--- src/hdl/ckc_pkg.sv ---
// Package: shared types, constants and keyword table for the C keyword counter.
`timescale 1ns / 1ps
package ckc_pkg;

  localparam int NUM_KEYWORDS_DEF = 32;
  localparam int COUNT_WIDTH_DEF  = 32;
  localparam int MAX_LETTERS      = 8;

  typedef struct packed {
    logic [7:0] source_byte;
    logic       end_of_input;
  } in_req_t;

  typedef struct packed {
    logic [4:0]  keyword_index;
    logic [31:0] keyword_count;
    logic        last_of_dump;
  } out_req_t;

  // Controller to datapath commands.
  typedef struct packed {
    logic       take_byte;
    logic       close_run;
    logic       clear_idx;
    logic       step_idx;
    logic       load_out;
  } ckc_cmd_t;

  // Datapath to controller status.
  typedef struct packed {
    logic last_idx;
  } ckc_sts_t;

  localparam logic [3:0] MODE_CODE          = 4'd0;
  localparam logic [3:0] MODE_LINE_START    = 4'd1;
  localparam logic [3:0] MODE_SLASH         = 4'd2;
  localparam logic [3:0] MODE_STAR          = 4'd3;
  localparam logic [3:0] MODE_LINE_COMMENT  = 4'd4;
  localparam logic [3:0] MODE_BLOCK_COMMENT = 4'd5;
  localparam logic [3:0] MODE_SQUOTE        = 4'd6;
  localparam logic [3:0] MODE_DQUOTE        = 4'd7;
  localparam logic [3:0] MODE_ESCAPE        = 4'd8;
  localparam logic [3:0] MODE_PREPROC       = 4'd9;

  localparam logic [1:0] RUN_NONE     = 2'd0;
  localparam logic [1:0] RUN_LETTERS  = 2'd1;
  localparam logic [1:0] RUN_REJECTED = 2'd2;

  localparam logic [7:0] CH_DQUOTE = 8'h22;
  localparam logic [7:0] CH_SQUOTE = 8'h27;
  localparam logic [7:0] CH_BSLASH = 8'h5C;
  localparam logic [7:0] CH_SLASH  = 8'h2F;
  localparam logic [7:0] CH_STAR   = 8'h2A;
  localparam logic [7:0] CH_HASH   = 8'h23;
  localparam logic [7:0] CH_NL     = 8'h0A;
  localparam logic [7:0] CH_UNDER  = 8'h5F;

  // Keywords packed little-endian: first letter in bits 7:0.
  function automatic logic [63:0] kw_word(input logic [4:0] k);
    logic [63:0] w;
    unique case (k)
      5'd0:  w = 64'h6F747561;
      5'd1:  w = 64'h6B61657262;
      5'd2:  w = 64'h65736163;
      5'd3:  w = 64'h72616863;
      5'd4:  w = 64'h74736E6F63;
      5'd5:  w = 64'h65756E69746E6F63;
      5'd6:  w = 64'h746C7561666564;
      5'd7:  w = 64'h6F64;
      5'd8:  w = 64'h656C62756F64;
      5'd9:  w = 64'h65736C65;
      5'd10: w = 64'h6D756E65;
      5'd11: w = 64'h6E7265747865;
      5'd12: w = 64'h74616F6C66;
      5'd13: w = 64'h726F66;
      5'd14: w = 64'h6F746F67;
      5'd15: w = 64'h6669;
      5'd16: w = 64'h746E69;
      5'd17: w = 64'h676E6F6C;
      5'd18: w = 64'h7265747369676572;
      5'd19: w = 64'h6E7275746572;
      5'd20: w = 64'h74726F6873;
      5'd21: w = 64'h64656E676973;
      5'd22: w = 64'h666F657A6973;
      5'd23: w = 64'h636974617473;
      5'd24: w = 64'h746375727473;
      5'd25: w = 64'h686374697773;
      5'd26: w = 64'h66656465707974;
      5'd27: w = 64'h6E6F696E75;
      5'd28: w = 64'h64656E6769736E75;
      5'd29: w = 64'h64696F76;
      5'd30: w = 64'h656C6974616C6F76;
      default: w = 64'h656C696877;
    endcase
    return w;
  endfunction

endpackage

--- src/hdl/ckc_datapath.sv ---
// Datapath: lexer mode, identifier run, keyword match and count registers.
`timescale 1ns / 1ps
module ckc_datapath import ckc_pkg::*; #(
  parameter int NUM_KEYWORDS = NUM_KEYWORDS_DEF,
  parameter int COUNT_WIDTH  = COUNT_WIDTH_DEF
) (
  input  logic       clk,
  input  logic       rst_n,
  input  logic [7:0] byte_i,
  input  ckc_cmd_t   cmd,
  output ckc_sts_t   sts,
  output out_req_t   out_d
);

  localparam logic [4:0] LAST_IDX = 5'(NUM_KEYWORDS - 1);
  localparam logic [COUNT_WIDTH-1:0] CNT_MAX = '1;

  logic [3:0]  mode_r, mode_nxt, esc_r, esc_nxt;
  logic [63:0] letters_r, letters_nxt;
  logic [3:0]  len_r, len_nxt;
  logic [1:0]  run_r, run_nxt;
  logic [COUNT_WIDTH-1:0] cnt_r [NUM_KEYWORDS];
  logic [4:0]  idx_r;
  logic        pass, letter, word, sp, is_code, close;
  logic        hit [NUM_KEYWORDS];

  always_comb begin
    is_code  = (mode_r == MODE_CODE) || (mode_r == MODE_LINE_START);
    mode_nxt = mode_r;
    esc_nxt  = esc_r;
    pass     = 1'b0;
    sp = (byte_i == 8'h20) || (byte_i == 8'h09) || (byte_i == 8'h0B) ||
         (byte_i == 8'h0C) || (byte_i == 8'h0D);
    unique case (byte_i)
      CH_DQUOTE: begin
        if (is_code) mode_nxt = MODE_DQUOTE;
        else if (mode_r == MODE_DQUOTE) mode_nxt = MODE_CODE;
        else if (mode_r == MODE_ESCAPE) mode_nxt = esc_r;
      end
      CH_SQUOTE: begin
        if (is_code) mode_nxt = MODE_SQUOTE;
        else if (mode_r == MODE_SQUOTE) mode_nxt = MODE_CODE;
        else if (mode_r == MODE_ESCAPE) mode_nxt = esc_r;
      end
      CH_BSLASH: begin
        if (mode_r == MODE_ESCAPE) mode_nxt = esc_r;
        else if (mode_r != MODE_LINE_COMMENT && mode_r != MODE_BLOCK_COMMENT) begin
          esc_nxt  = mode_r;
          mode_nxt = MODE_ESCAPE;
        end
      end
      CH_SLASH: begin
        if (is_code) mode_nxt = MODE_SLASH;
        else if (mode_r == MODE_SLASH) mode_nxt = MODE_LINE_COMMENT;
        else if (mode_r == MODE_STAR) mode_nxt = MODE_CODE;
        else if (mode_r == MODE_ESCAPE) mode_nxt = esc_r;
      end
      CH_STAR: begin
        if (mode_r == MODE_SLASH) mode_nxt = MODE_BLOCK_COMMENT;
        else if (mode_r == MODE_BLOCK_COMMENT) mode_nxt = MODE_STAR;
        else if (mode_r == MODE_ESCAPE) mode_nxt = esc_r;
        else pass = is_code;
      end
      CH_HASH: begin
        if (mode_r == MODE_LINE_START) mode_nxt = MODE_PREPROC;
      end
      CH_NL: begin
        if (mode_r == MODE_ESCAPE) mode_nxt = esc_r;
        else if (mode_r != MODE_BLOCK_COMMENT) begin
          mode_nxt = MODE_LINE_START;
          pass     = 1'b1;
        end
      end
      default: begin
        if (mode_r == MODE_STAR) mode_nxt = MODE_BLOCK_COMMENT;
        else if (mode_r == MODE_SLASH) mode_nxt = MODE_CODE;
        else if (mode_r == MODE_ESCAPE) mode_nxt = esc_r;
        else if (is_code) begin
          pass = 1'b1;
          if (mode_r == MODE_LINE_START && !sp) mode_nxt = MODE_CODE;
        end
      end
    endcase
  end

  always_comb begin
    letter = ((byte_i >= 8'h61) && (byte_i <= 8'h7A)) ||
             ((byte_i >= 8'h41) && (byte_i <= 8'h5A));
    word   = letter || ((byte_i >= 8'h30) && (byte_i <= 8'h39)) || (byte_i == CH_UNDER);
    close  = cmd.close_run || (cmd.take_byte && pass && !word);
    letters_nxt = letters_r;
    len_nxt     = len_r;
    run_nxt     = run_r;
    if (close) begin
      letters_nxt = '0;
      len_nxt     = '0;
      run_nxt     = RUN_NONE;
    end else if (cmd.take_byte && pass) begin
      if (run_r == RUN_NONE) run_nxt = letter ? RUN_LETTERS : RUN_REJECTED;
      else if (run_r == RUN_LETTERS && !letter) run_nxt = RUN_REJECTED;
      if (run_nxt == RUN_LETTERS) begin
        if (len_r < 4'(MAX_LETTERS)) begin
          letters_nxt = letters_r | (64'(byte_i) << {len_r[2:0], 3'b000});
          len_nxt     = len_r + 4'd1;
        end else begin
          run_nxt = RUN_REJECTED;
        end
      end
    end
  end

  always_comb begin
    for (int k = 0; k < NUM_KEYWORDS; k++)
      hit[k] = (run_r == RUN_LETTERS) && (letters_r == kw_word(5'(k)));
  end

  always_ff @(posedge clk) begin
    if (!rst_n) begin
      mode_r    <= MODE_LINE_START;
      esc_r     <= MODE_LINE_START;
      letters_r <= '0;
      len_r     <= '0;
      run_r     <= RUN_NONE;
      idx_r     <= '0;
      for (int k = 0; k < NUM_KEYWORDS; k++) cnt_r[k] <= '0;
    end else begin
      if (cmd.take_byte) begin
        mode_r <= mode_nxt;
        esc_r  <= esc_nxt;
      end
      letters_r <= letters_nxt;
      len_r     <= len_nxt;
      run_r     <= run_nxt;
      if (close) begin
        for (int k = 0; k < NUM_KEYWORDS; k++)
          if (hit[k] && cnt_r[k] != CNT_MAX) cnt_r[k] <= cnt_r[k] + 1'b1;
      end
      if (cmd.clear_idx) idx_r <= '0;
      else if (cmd.step_idx) idx_r <= idx_r + 5'd1;
    end
  end

  always_ff @(posedge clk) begin
    if (cmd.load_out) begin
      out_d.keyword_index <= idx_r;
      out_d.keyword_count <= 32'(cnt_r[idx_r]);
      out_d.last_of_dump  <= (idx_r == LAST_IDX);
    end
  end

  assign sts.last_idx = (idx_r == LAST_IDX);

endmodule

--- src/hdl/ckc_ctrl.sv ---
// Controller: accepts bytes, sequences the end-of-input dump.
`timescale 1ns / 1ps
module ckc_ctrl import ckc_pkg::*; (
  input  logic     clk,
  input  logic     rst_n,
  input  logic     in_valid,
  input  logic     in_eoi,
  output logic     in_stall,
  input  logic     out_stall,
  output logic     out_valid,
  input  ckc_sts_t sts,
  output ckc_cmd_t cmd
);

  localparam logic [1:0] ST_RUN   = 2'd0;
  localparam logic [1:0] ST_CLOSE = 2'd1;
  localparam logic [1:0] ST_DUMP  = 2'd2;

  logic [1:0] st_r, st_nxt;
  logic       ov_r, ov_nxt;
  logic       acc, slot;

  always_comb begin
    in_stall = (st_r != ST_RUN);
    acc      = in_valid && !in_stall;
    slot     = !ov_r || !out_stall;
    cmd      = '0;
    st_nxt   = st_r;
    ov_nxt   = ov_r && out_stall;
    unique case (st_r)
      ST_RUN: begin
        if (acc && in_eoi) begin
          cmd.close_run = 1'b1;
          cmd.clear_idx = 1'b1;
          st_nxt        = ST_CLOSE;
        end else if (acc) begin
          cmd.take_byte = 1'b1;
        end
      end
      ST_CLOSE: st_nxt = ST_DUMP;   // counts settle after closing the run
      ST_DUMP: begin
        if (slot) begin
          cmd.load_out = 1'b1;
          ov_nxt       = 1'b1;
          if (sts.last_idx) st_nxt = ST_RUN;
          else cmd.step_idx = 1'b1;
        end
      end
      default: st_nxt = ST_RUN;
    endcase
  end

  always_ff @(posedge clk) begin
    if (!rst_n) begin
      st_r <= ST_RUN;
      ov_r <= 1'b0;
    end else begin
      st_r <= st_nxt;
      ov_r <= ov_nxt;
    end
  end

  assign out_valid = ov_r;

endmodule

--- src/hdl/c_keyword_counter_unit.sv ---
// Top level of the C keyword counter.
// Input channel: one request per cycle (unless in_stall) carries a source
// byte or an end-of-input mark. Bytes are taken one per cycle, no result.
// An end-of-input request closes the pending identifier run and then
// dumps NUM_KEYWORDS results (index, saturating count, last flag),
// one per cycle unless out_stall holds them; the output register keeps
// a stalled result steady. After the end-of-input request the controller
// passes ST_CLOSE, then loads the first result into the output register
// in ST_DUMP; in_stall is high in both states, while the dump sequencer
// walks the count registers one per cycle unless out_stall holds it.
// Reset (rst_n low, synchronous) puts the lexer in line-start mode,
// drops any open run and clears every count. Counts and lexer mode
// persist across dumps.
`timescale 1ns / 1ps
module c_keyword_counter_unit import ckc_pkg::*; #(
  parameter int NUM_KEYWORDS = NUM_KEYWORDS_DEF,
  parameter int COUNT_WIDTH  = COUNT_WIDTH_DEF
) (
  input  logic     clk,
  input  logic     rst_n,
  input  logic     in_valid,
  output logic     in_stall,
  input  in_req_t  in_data,
  output logic     out_valid,
  input  logic     out_stall,
  output out_req_t out_data
);

  ckc_cmd_t cmd;
  ckc_sts_t sts;

  ckc_ctrl u_ctrl (
    .clk, .rst_n, .in_valid, .in_eoi(in_data.end_of_input), .in_stall,
    .out_stall, .out_valid, .sts, .cmd
  );

  ckc_datapath #(.NUM_KEYWORDS(NUM_KEYWORDS), .COUNT_WIDTH(COUNT_WIDTH)) u_dp (
    .clk, .rst_n, .byte_i(in_data.source_byte), .cmd, .sts, .out_d(out_data)
  );

endmodule
--- config.mk ---
export PLATFORM = sky130hd
export DESIGN_NAME = c_keyword_counter_unit
export DESIGN_NICKNAME = d
export VERILOG_FILES = /design/src/hdl/ckc_pkg.sv /design/src/hdl/ckc_datapath.sv /design/src/hdl/ckc_ctrl.sv /design/src/hdl/c_keyword_counter_unit.sv
export SDC_FILE = /design/constraint.sdc
export NUM_CORES = 2
export LEC_CHECK = 0
export ABC_AREA = 1
export ABC_CLOCK_PERIOD_IN_PS = 4180
export BUFFER_PORTS_ARGS = -buffer_cell sky130_fd_sc_hd__buf_2
export CAP_MARGIN = 15
export CORE_MARGIN = 2
export CORE_UTILIZATION = 42
export DETAILED_ROUTE_END_ITERATION = 10
export GPL_TIMING_DRIVEN = 0
export SLEW_MARGIN = 20
export SYNTH_ARGS = -nofsm -noshare
export SYNTH_HDL_FRONTEND = slang
export SYNTH_SLANG_ARGS = --single-unit
--- constraint.sdc ---
create_clock -name clk -period 4.18 [get_ports clk]
set_input_delay 0.209 -clock clk [delete_from_list [all_inputs] [get_ports clk]]
set_output_delay 0.209 -clock clk [all_outputs]
set_load 0.03 [all_outputs]
* Word-level counts from Yosys, hierarchy flattened
Memories as Yosys holds them, arrays and structs flattened. A register that Yosys moved wholly into a read port is not among the register bits.
Cells that the tools add are included.
** Storage, ports and cells
- Register bits :: 92
- Bits in latches :: 0
- Memory bits (writable) :: 1024
- ROM bits :: 0
- Bits of input ports :: 13
- Output and inout bits :: 40
- Logic and storage cells :: 501
- Memories :: 1
** Memories
- u_dp.cnt_r :: depth 32, width 32, rd ports 33, clocked after Yosys merged registers in 1, write ports 32, line ckc_datapath.sv:22 : logic [COUNT_WIDTH-1:0] cnt_r [NUM_KEYWORDS];
** Cells by class
- Add/subtract/negate cells :: 34
- Multiply operators :: 0
- Div/mod/pow operators :: 0
- Order comparisons :: 7
- Eq/ne operators :: 97
- Shift-type cells :: 1
- Muxes and demuxes :: 212
- Bitwise logic cells :: 35
- Reduce and logical (&&, ||, !) cells :: 104
** Operators with widths (number)
- $add 32x1->32 const B :: 32
- $mux 32 :: 32
- $ne 32x32->1 const B :: 32
- $eq 64x31->1 const B :: 8
- $eq 64x47->1 const B :: 8
- $eq 64x39->1 const B :: 6
- $eq 64x63->1 const B :: 4
- $mux 1 :: 143
- $eq 64x15->1 const B :: 2
- $eq 64x23->1 const B :: 2
- $eq 64x55->1 const B :: 2
- $mux 4 :: 20
- $logic_and 1x1->1 :: 75
- $or 64x64->64 :: 1
- $shl 8x6->64 :: 1
- $eq 8x6->1 const B :: 6
- $eq 8x4->1 const B :: 5
- $or 1x1->1 :: 32
- $pmux 4 s7 :: 1
- $mux 2 :: 13
- $reduce_bool 11->1 :: 2
- $eq 8x7->1 const B :: 2
- $ge 8x7->1 const B :: 2
- $le 8x7->1 const B :: 2
- other kinds (30) :: 57

* Logic depth before layout (Yosys ltp)
- Depth after elaboration :: 14
- Depth in mapped cells :: 15

* By module
From an unflattened synthesis, not the netlist that was laid out.
** Second synthesis, totals
- Cells, all modules :: 10085
- Area, all modules :: 77011.4 µm²
** Modules (own cells, without submodules)
- ckc_datapath :: times used 1, cells each 10061, area an instance 76832.4 µm²
- ckc_ctrl :: times used 1, cells each 24, area an instance 178.9 µm²

* Worst setup path before layout
OpenSTA, ideal clock, no wires.
- Path type :: register -> register
- Start :: register u_dp.run_r[1]
- End :: memory u_dp.cnt_r[23][0] in the netlist's numbering, enable pin
- Arrival time :: 2995 ps
- Data required time :: 3744 ps
- Setup slack :: 749 ps
- Stages on the path, launching flop included :: 11
- Period minus slack after synthesis :: 3431 ps
- Cell sequence :: dfxtp_1 > inv_1 > nand2_1 > inv_1 > clkbuf_1 > nand3_1 > nor2_1 > nand4_1 > nor2_1 > nand3_1 > a22oi_1
** RTL lines
- start, declared :: line ckc_datapath.sv:21 : logic [1:0] run_r, run_nxt;
- start signal, assigned :: line ckc_datapath.sv:133 : run_r <= run_nxt;
- end, declared :: line ckc_datapath.sv:22

==> impl_metrics.yaml <==
logic_synthesis:
  ys_seq_area_share_pct: 43.8
  synth_top_area_share_pct: 41.6
  yosysWarnings: 0
  syn-mean-instance-area_sq_um: 7.59
  syn_inst: 10100
  synth_seq_cells: 1148
  syn_area_sq_um: 76700
  synth_area_leaders: "edfxtp_1 (42%), nor2_1 (8.4%), nand2_1 (7.6%)"
  synth.distinct_cells: 48
  synth_nets: 10200
  synth_top_cell_by_area: "edfxtp_1"
setup_path:
  cpMostUsedCell: "clkbuf_1"
  worst_ep_arrival_time_ns: 5.03
  cp.required_ns: 4.86
  crit_buf_inv: 4
  end_kind: "flop"
  path_class: "flop to flop"
  critPathTopFamily: "buffers and inverters"
  startpoint_type: "flop"
  slowest_delay_ns: 1.03
  worstPathCellList: "clkbuf_1 > clkbuf_1 > clkbuf_1 > a21oi_1 > o21ai_0 > nand3_1 > o2111ai_1 > nand2_1 > inv_1"
  critical_path.max_fanout: 10
  critPathSlowestCell: "clkbuf_1"
timing:
  drv_slew: 0
  hold_violations: 0
  setup_viol: 7
  timing.final.crit_share_pct: 104
  worst_pin_slew_ns: 1.34
  fin_crit_ns: 4.34
  slew_headroom_pct: 10.6
  tns_ns: -0.448
  clock.fmax_ghz: 0.230
  skew_ns: 0.0328
  worst_slack_ns: -0.161
route:
  routed_via_density: 5.97
  drtIter0Drc: 10300
  wirelength_mm: 375
  drt_pass1_iterations: 6
  drc_errors: 0
  vias: 76600
  drtAntennaViolNets: 0
  wl_per_cell_um: 29.3
global_routing:
  grt_pass1_vias: 69900
  grt_pass1_wl_mm: 518
  grt_antenna_before_repair: 23
  grt_max_degree: 33
  grt_overflow_total: 0
  grt_usage_pct: 39.2
clocking:
  ctsRootBufferMaster: "clkbuf_16"
  cts_tree: "done"
  numCtsBuffers: 143
  post_cts_buffers: 0
  clkTransAtPathRegs_ns: 0.06
  clock_sinks: 1148
  cts.htree.levels: 4
  clockBufferDepth: 3
  clkLatencyLatePin_ns: 0.83
pwr:
  p_seq_share_pct: 46.7
  power.density_nw_per_um2: 353
  combPwrFrac_pct: 12.1
  p_leak_nw: 32.8
  power_frac_clock_pct: 41.3
  netSwitchingPower_w: 0.00907
  vdd_drop_max_v: 0.000350
  p_int_w: 0.0211
  switching_share_pct: 30.1
status:
  status: "finished, violations left"
  violations: "negative setup slack"
placement:
  place_congestion: 1.04
  io_buffer_count: 49
  dp_hpwl_mm: 299
min_path:
  hold_class: "primary input to flop"
floorplanning:
  die_w_um: 431
  dieArea_sq_um: 186000
  boundaryPins: 53
  num_rows: 156
  die_h_um: 431
  initial_utilization_pct: 42.4
  core_area_sq_um: 181000
final_layout:
  layout_commonest_cell: "nor2_1"
  drive_gt1_share_pct: 5.85
  syn2layout_area_growth_pct: 11.2
  nets: 10400
  utilization_pct: 47.1
  final_cell_mix: "nor2_1 (1720), nand2_1 (1523), inv_1 (1382), edfxtp_1 (1062), a21oi_1 (697)"
run:
  max_cap_viol_count: 0
==> metrics by stage <==
step	instances	area (sq um)	power (W)	hold slack, ns	setup slack (ns)
floorplan	10100	76700	0.0158	0.372	0.749
global placement	12500	79900	0.0176	0.417	-1.50
detailed placement	12600	80600	0.0177	0.423	-0.609
CTS	12800	85200	0.0300	0.0308	0.00146
global route	12800	85300	0.0308	0.00950	-0.0263
finish	12800	85300	0.0301	0.0191	-0.161
==> cell usage after synthesis, drive strengths merged <==
library cell	number
a211oi	32
a21oi	697
a22oi	6
a311oi	2
a31o	8
a31oi	7
a41oi	1
and2	2
and3	13
buf	101
clkbuf	272
clkinv	3
dfxtp	86
edfxtp	1062
ha	35
inv	1395
nand2	1556
nand3	586
nand3b	15
nand4	361
nor2	1752
nor3	429
nor3b	49
nor4	107
o2111ai	61
o211ai	83
o21a	36
o21ai	683
o21ba	1
o21bai	2
o221ai	24
o311ai	3
o31ai	8
or2	60
or3	2
xnor2	171
xor2	399
==> area by class of cell <==
type	count	area [sq um]
antenna	13	32.5
buffer	373	1780
clock buffer	173	3790
clock inverter	78	672
fill	18400	95800
inverter	1398	5250
multi-input combinational	7191	36400
sequential	1148	33600
tap	2370	2970
timing repair buffer	86	841
==> worst min-delay path, delay by kind of cell <==
family	cells	cell delay, ns
and+or+nand+nor	2	0.44
buffers and inverters	1	0.10
==> cell families (layout without fill, tap and decap cells) <==
logic type               after synthesis  after routing  synth area share [%]
AO/OA/AOI/OAI                       1654           1654                  11.8
XOR/XNOR                             570            570                  6.51
adder cells (fa/ha/maj)               35             35                 0.571
buffers and inverters               1771           2108                  9.02
flip-flops                          1148           1148                  43.8
other                                  0             13                     0
AND/OR/NAND/NOR                     4932           4932                  28.3
==> layer usage <==
layer	track usage (%)	vias to the layer above	part of all wire (%)
li1	-	34600	-
met4	24.2	8	7.2
met5	0	-	0.015
met3	8.08	876	10
met2	57.7	4299	42
met1	52.8	36800	41
==> path summary, 6_finish.rpt <==
check / from / end / slack (ns) / cells past startpoint
hold reg to reg: u_dp.letters_r[15]$_SDFFE_PP0P_ / u_dp.letters_r[15]$_SDFFE_PP0P_ / 0.43 / 2
setup / recovery: u_dp.idx_r[1]$_SDFFE_PP0P_ / u_dp.out_d[18]$_DFFE_PP_ / -0.16 / 9
setup reg to reg: u_dp.idx_r[1]$_SDFFE_PP0P_ / u_dp.out_d[18]$_DFFE_PP_ / -0.16 / 9
hold / removal: in_data[0] / u_ctrl.st_r[0]$_SDFFE_PN0P_ / 0.02 / 3
==> timing repair <==
| action | 4_1_cts | 5_1_grt |
|---|---|---|
| hold buffers | 8 | 0 |
| setup endpoints to repair | 182 | 533 |
| resized for setup | 19 | 49 |
| hold endpoints to repair | 49 | 0 |
==> sequential cells by signal, indices dropped and copies added, names as in the netlist <==
name              flops
u_ctrl.out_valid      1
u_ctrl.st_r           2
u_dp.cnt_r         1024
u_dp.esc_r            4
u_dp.idx_r            5
u_dp.len_r            4
u_dp.letters_r       64
u_dp.mode_r           4
u_dp.out_d           38
u_dp.run_r            2
==> power by group through the flow <==
| stage | clock (W) | combinational, W | sequential (W) |
|---|---|---|---|
| floorplan | 0 | 0.00190 | 0.0139 |
| global placement | 0 | 0.00337 | 0.0143 |
| detailed placement | 0 | 0.00347 | 0.0143 |
| CTS | 0.0125 | 0.00350 | 0.0140 |
| global route | 0.0129 | 0.00381 | 0.0141 |
| finish | 0.0124 | 0.00365 | 0.0141 |
No activity file was read; power rests on OpenSTA's default activity.
